**src/hdl/dwdiv_pkg.sv**
```systemverilog
`default_nettype none

package dwdiv_pkg;

	// Width of the divisor, the quotient and each dividend half.
	localparam int WORD_BITS = 64;

	// One division round per cell, so the chain is this long.
	localparam int ROUNDS = WORD_BITS;

	// Everything one cell hands to its right-hand neighbor.
	typedef struct packed {
		logic                 valid;
		logic                 dbz;
		logic [WORD_BITS-1:0] rem;
		logic [WORD_BITS-1:0] src;
		logic [WORD_BITS-1:0] quo;
		logic [WORD_BITS-1:0] dv;
	} stage_t;

endpackage

`default_nettype wire

```
**src/hdl/dwdiv_cell.sv**
```systemverilog
`default_nettype none

module dwdiv_cell (
	input  wire                     clk,
	input  wire                     arst_n,
	input  dwdiv_pkg::stage_t       cur,
	output dwdiv_pkg::stage_t       nxt
);

	logic [dwdiv_pkg::WORD_BITS-1:0] rem_sh;
	logic [dwdiv_pkg::WORD_BITS-1:0] diff;
	logic                            borrow;
	logic                            take;
	logic                            valid_q;
	logic                            dbz_q;
	logic [dwdiv_pkg::WORD_BITS-1:0] rem_q;
	logic [dwdiv_pkg::WORD_BITS-1:0] src_q;
	logic [dwdiv_pkg::WORD_BITS-1:0] quo_q;
	logic [dwdiv_pkg::WORD_BITS-1:0] dv_q;

	// Shift the next dividend bit in and try the subtraction.
	always_comb begin
		rem_sh         = {cur.rem[dwdiv_pkg::WORD_BITS-2:0], cur.src[dwdiv_pkg::WORD_BITS-1]};
		{borrow, diff} = {1'b0, rem_sh} - {1'b0, cur.dv};
		// Subtract when a set bit fell off the top or the remainder is large enough.
		take           = cur.rem[dwdiv_pkg::WORD_BITS-1] | ~borrow;
	end

	// The valid bit is control state and is cleared by reset.
	always_ff @(posedge clk or negedge arst_n) begin
		if (!arst_n) begin
			valid_q <= 1'b0;
		end else begin
			valid_q <= cur.valid;
		end
	end

	// Payload moves on every cycle without reset.
	always_ff @(posedge clk) begin
		dbz_q <= cur.dbz;
		dv_q  <= cur.dv;
		src_q <= {cur.src[dwdiv_pkg::WORD_BITS-2:0], 1'b0};
		quo_q <= {cur.quo[dwdiv_pkg::WORD_BITS-2:0], take};
		rem_q <= take ? diff : rem_sh;
	end

	// Hand the registered word to the next cell.
	always_comb begin
		nxt.valid = valid_q;
		nxt.dbz   = dbz_q;
		nxt.rem   = rem_q;
		nxt.src   = src_q;
		nxt.quo   = quo_q;
		nxt.dv    = dv_q;
	end

endmodule

`default_nettype wire

```
**config.mk**
```make
export PLATFORM = sky130hd
export DESIGN_NAME = dwdiv_cell
export DESIGN_NICKNAME = d
export VERILOG_FILES = /design/src/hdl/dwdiv_pkg.sv /design/src/hdl/dwdiv_cell.sv
export SDC_FILE = /design/constraint.sdc
export NUM_CORES = 1
export LEC_CHECK = 0
export ABC_AREA = 1
export BUFFER_PORTS_ARGS = -buffer_cell sky130_fd_sc_hd__buf_2
export CAP_MARGIN = 20
export CORE_AREA = 4 4 198 200
export CTS_CLUSTER_SIZE = 24
export DETAILED_ROUTE_END_ITERATION = 10
export DIE_AREA = 0 0 202 204
export SLEW_MARGIN = 10
export SYNTH_ARGS = -nofsm -noshare
export SYNTH_HDL_FRONTEND = slang
export SYNTH_SLANG_ARGS = --single-unit
```
**constraint.sdc**
```tcl
create_clock -name clk -period 2 [get_ports clk]
set_clock_uncertainty 0.2 [all_clocks]
set_input_delay 0.2 -clock clk [delete_from_list [all_inputs] [get_ports clk]]
set_output_delay 0.2 -clock clk [all_outputs]
set_load 0.005 [all_outputs]
```
-- Yosys cells after proc, flatten, opt, wreduce, memory -nomap -nowiden
Index checks and enable logic that the tools add are counted.
Widths: inputs -> output; s select.
- register bits after elaboration: 257
- input port bits: 260
- output and inout port bits: 258
- logic and storage cells: 10
- add/subtract/negate cells: 1
- mux-type cells: 1
- bitwise operators: 2
- operator list (kind ; number):
    $sub 64x64->65 ; 1
    $mux 64 ; 1
    $not 1->1 ; 1
    $or 1x1->1 ; 1

-- Logic depth before layout (Yosys ltp)
- depth in word-level cells: 4
- mapped depth: 18
- depth with buffers taken out: 17

-- Least setup slack after synthesis
OpenSTA, ideal clock, no wires.
- path type: input-to-reg
- start point: input port cur[191] in the netlist's numbering
- end point: register rem_q[44] in the netlist's numbering
- library setup time: 0.058 ns
- data arrival time: 1.950 ns
- slack: -0.208 ns
- stages on the path: 18
- cell sequence: inv_1 ha_1 fa_1 inv_1 nand3_1 nand2_2 nand2_1 nand2_2 nand2_1 nand2_2 nand2_1 nand2_2 nand2_2 nand3_4 buf_12 buf_12 nand3_2 nand2_1
- longest elaborated chain between the ends: 4
- ends and longest elaborated chain (item ; RTL line ; RTL):
    from (decl) ; dwdiv_cell.sv:6 ; input dwdiv_pkg::stage_t cur,
    $sub 64x64->65 (*) ; dwdiv_cell.sv:24 ; {borrow, diff} = {1'b0, rem_sh} - {1'b0, cur.dv};
    $not 1->1 ; dwdiv_cell.sv:26 ; take = cur.rem[dwdiv_pkg::WORD_BITS-1] | ~borrow;
    $or 1x1->1 ; dwdiv_cell.sv:26 ;
    $mux 64 (*) ; dwdiv_cell.sv:44 ; rem_q <= take ? diff : rem_sh;
    to (signal assigned) ; dwdiv_cell.sv:44 ;
    to (decl) ; dwdiv_cell.sv:16 ; logic [dwdiv_pkg::WORD_BITS-1:0] rem_q;
Mark *: on every way between the ends. The rest lies on a longest branch, timed or not.

-- Worst setup path in the final report
- start point: input port cur[42] in the netlist's numbering
- end point: register rem_q[62] in the netlist's numbering
The elaborated chain is that of the path after synthesis.

==> flow_metrics.tcl <==
set metrics [dict create \
    setup_ws_ns 0.0388 \
    violations "hold timing" \
    fp.dieW_um 202 \
    clock-root-buffer "clkbuf_16" \
    finalPower_mw 16.0 \
    area_growth_pct 77.3 \
    ys_warn_count 0 \
    overflow 0 \
    hold_path_class "input pin to flip-flop" \
    use_met2_pct 56.4 \
    gr-usage-all-layers_pct 30.3 \
    antenna_found_initial 10 \
    maxSlewViolCount 0 \
    die_h_um 204 \
    rows 71 \
    worst-path-max-fanout 10 \
    cts.clk_slew.worst_paths_ns 0.06 \
    cellPowerDensity_nw_per_um2 724 \
    wl_per_cell_um 19.2 \
    drive_above_1_share_pct 33.4 \
    clock-sinks 257 \
    route.detailed.drc 0 \
    grt.busiest_layer "met2" \
    dieArea_um2 41200 \
    power_leakage_nw 12.6 \
    synth-seq-area-share_pct 41.4 \
    cts_max_path_buffers 3 \
    fin_crit_sh_pct 98.1 \
    fin_hold_ws_ns -0.429 \
    dp_hpwl_um 52500 \
    final_cells 3499 \
    cts_buffers 28 \
    crit_end "rem_q[62]" \
    fin_tns_setup_ns 0 \
    grt_pass1_wl_um 95200 \
    placed_cells 3164 \
    fin_crit_ns 1.96 \
    antenna_left 0 \
    cts_tree "done" \
    synth-seq-cells 257 \
    post_synth_inst_count 1853 \
    routed_wl_um 67200 \
    cap_viol_max_count 0 \
    start_util_pct 33.3 \
    place.gp.congestion 0.957 \
    final_area_um2 22100 \
    grt_pass1_vias 15700 \
    fmax_ghz 0.510 \
    io_buffers 515 \
    dpl_cell_area_um2 18000 \
    grt_use_met3_pct 5.22 \
    fillers 3522 \
    critPathCaptureType "flip-flop" \
    place_ws_ns -0.625 \
    hold_viol_final 11 \
    status "finished with violations" \
    multi_input_area_um2 5870 \
    grt_use_met1_pct 34.0 \
    syn_avg_cell_area_um2 6.71 \
    async_flop_share_pct 0.389 \
    crit_path_start "cur[42]" \
    synth_ff_type "dfxtp_1" \
    vias 15400 \
    crit_path_start_kind "input pin" \
    drt_iter0_markers 922 \
    syn_nets 2178 \
    htreeDepth 1 \
    rsz0062_at_grt "yes" \
    viasPerCell 4.40 \
    synth_edf_count 0 \
    peakVddDrop_v 0.000629 \
    syn_area_um2 12400 \
    ys_types 36 \
    first_pass_iters 7 \
    critPathKind "input pin to flip-flop" \
    setup_viol 0 \
    fin_util_pct 59.0 \
    fin_nets 3285 \
    cp.required_ns 2.27 \
    io_pins 518 \
    grt_max_degree 39 \
    seq_area_um2 5150 \
    core_area_um2 37400 \
    crit_arrival_ns 2.23 \
]
## power by group
group | total [mW] | switching, mW | internal (mW)
clock network | 5.58 | 2.27 | 3.31
logic | 4.59 | 2.36 | 2.23
registers | 5.81 | 0.209 | 5.60
## area by class of cell
class	count	share of cell area, %
clock inverters	14	0.919
flip-flops and latches	257	23.4
multi-input cells	1163	26.6
diodes	8	0.0908
inverters	411	7.05
well taps	511	2.90
repair buffers	1099	35.5
clock buffers	36	3.59
## Yosys cell counts, drive strengths merged, types with 2 or more instances
| library cell | number | area, um2 |
|---|---|---|
| a21oi | 39 | 199 |
| and2 | 2 | 12.5 |
| buf | 21 | 163 |
| clkinv | 2 | 7.51 |
| dfxtp | 256 | 5120 |
| ha | 64 | 801 |
| inv | 409 | 1540 |
| nand2 | 706 | 2680 |
| nand3 | 160 | 863 |
| nand3b | 2 | 15.0 |
| nand4 | 17 | 106 |
| nor2 | 122 | 488 |
| nor3 | 9 | 50.1 |
| nor4 | 4 | 31.3 |
| o21ai | 2 | 10.0 |
| xor2 | 30 | 263 |
## cells in the final DEF (no fill, tap or decap), types with 32 or more instances in the layout
cell type      synthesis  final
inv_1                399    396
buf_4                  3    305
dfxtp_1              256    256
nand3_1              149    145
nor2_1               114    104
a21oi_1               38     33
dlygate4sd3_1          0    264
buf_2                 14    514
nand2_2               10     37
clkbuf_16              0     32
ha_1                  64     48
nand2_1              696    668
## layer usage
layer  up-vias  part of all wire [%]  wire length, um
met5         -                     0                0
met4         0                   5.2             3530
met3       121                   5.4             3610
met2       496                    51            34100
met1      7041                    39            25900
li1       7733                     -                -
## logic make-up after synthesis
| family | share of synthesized area [%] |
|---|---|
| adders and majority gates | 6.60 |
| and+or+nand+nor | 34.3 |
| buffers and inverters | 13.7 |
| DFF | 41.4 |
| other | 0.0301 |
| AOI/OAI and AO/OA | 1.74 |
| xor gates and xnor gates | 2.18 |
## how the worst min path moves through the flow
stage,start,end,cells after the start
3_3_place_gp,arst_n,valid_q,1
4_1_cts,cur[0],dv_q[0],1
5_1_grt,cur[0],dv_q[0],1
6_report,cur[0],dv_q[0],1
3_5_place_dp,arst_n,valid_q,1
2_1_floorplan,arst_n,valid_q,0
## registers in the layout, summed over array words and instances (netlist names)
register	cells
dbz_q	1
dv_q	64
quo_q	64
rem_q	64
src_q	63
valid_q	1
## repair_timing
action                                  CTS  global route
gates resized for setup                   2            58
gates cloned                              0             6
pin swaps                                 0            10
hold buffers                            259             7
buffers inserted                          0             7
endpoints found under the setup margin    2            64
endpoints found under the hold margin   257            14
## worst max-delay path: stages
cell       delay (ns)
buf_2            0.09
inv_1            0.04
ha_1             0.36
nand2_1          0.13
inv_1            0.05
nand2_1          0.06
nand2_1          0.14
a21oi_2          0.23
nand2_2          0.09
a21oi_2          0.18
nand3_4          0.13
buf_4            0.18
clkbuf_16        0.17
nand3_1          0.10
nand2_1          0.06
No activity file was read; power rests on OpenSTA's default activity.
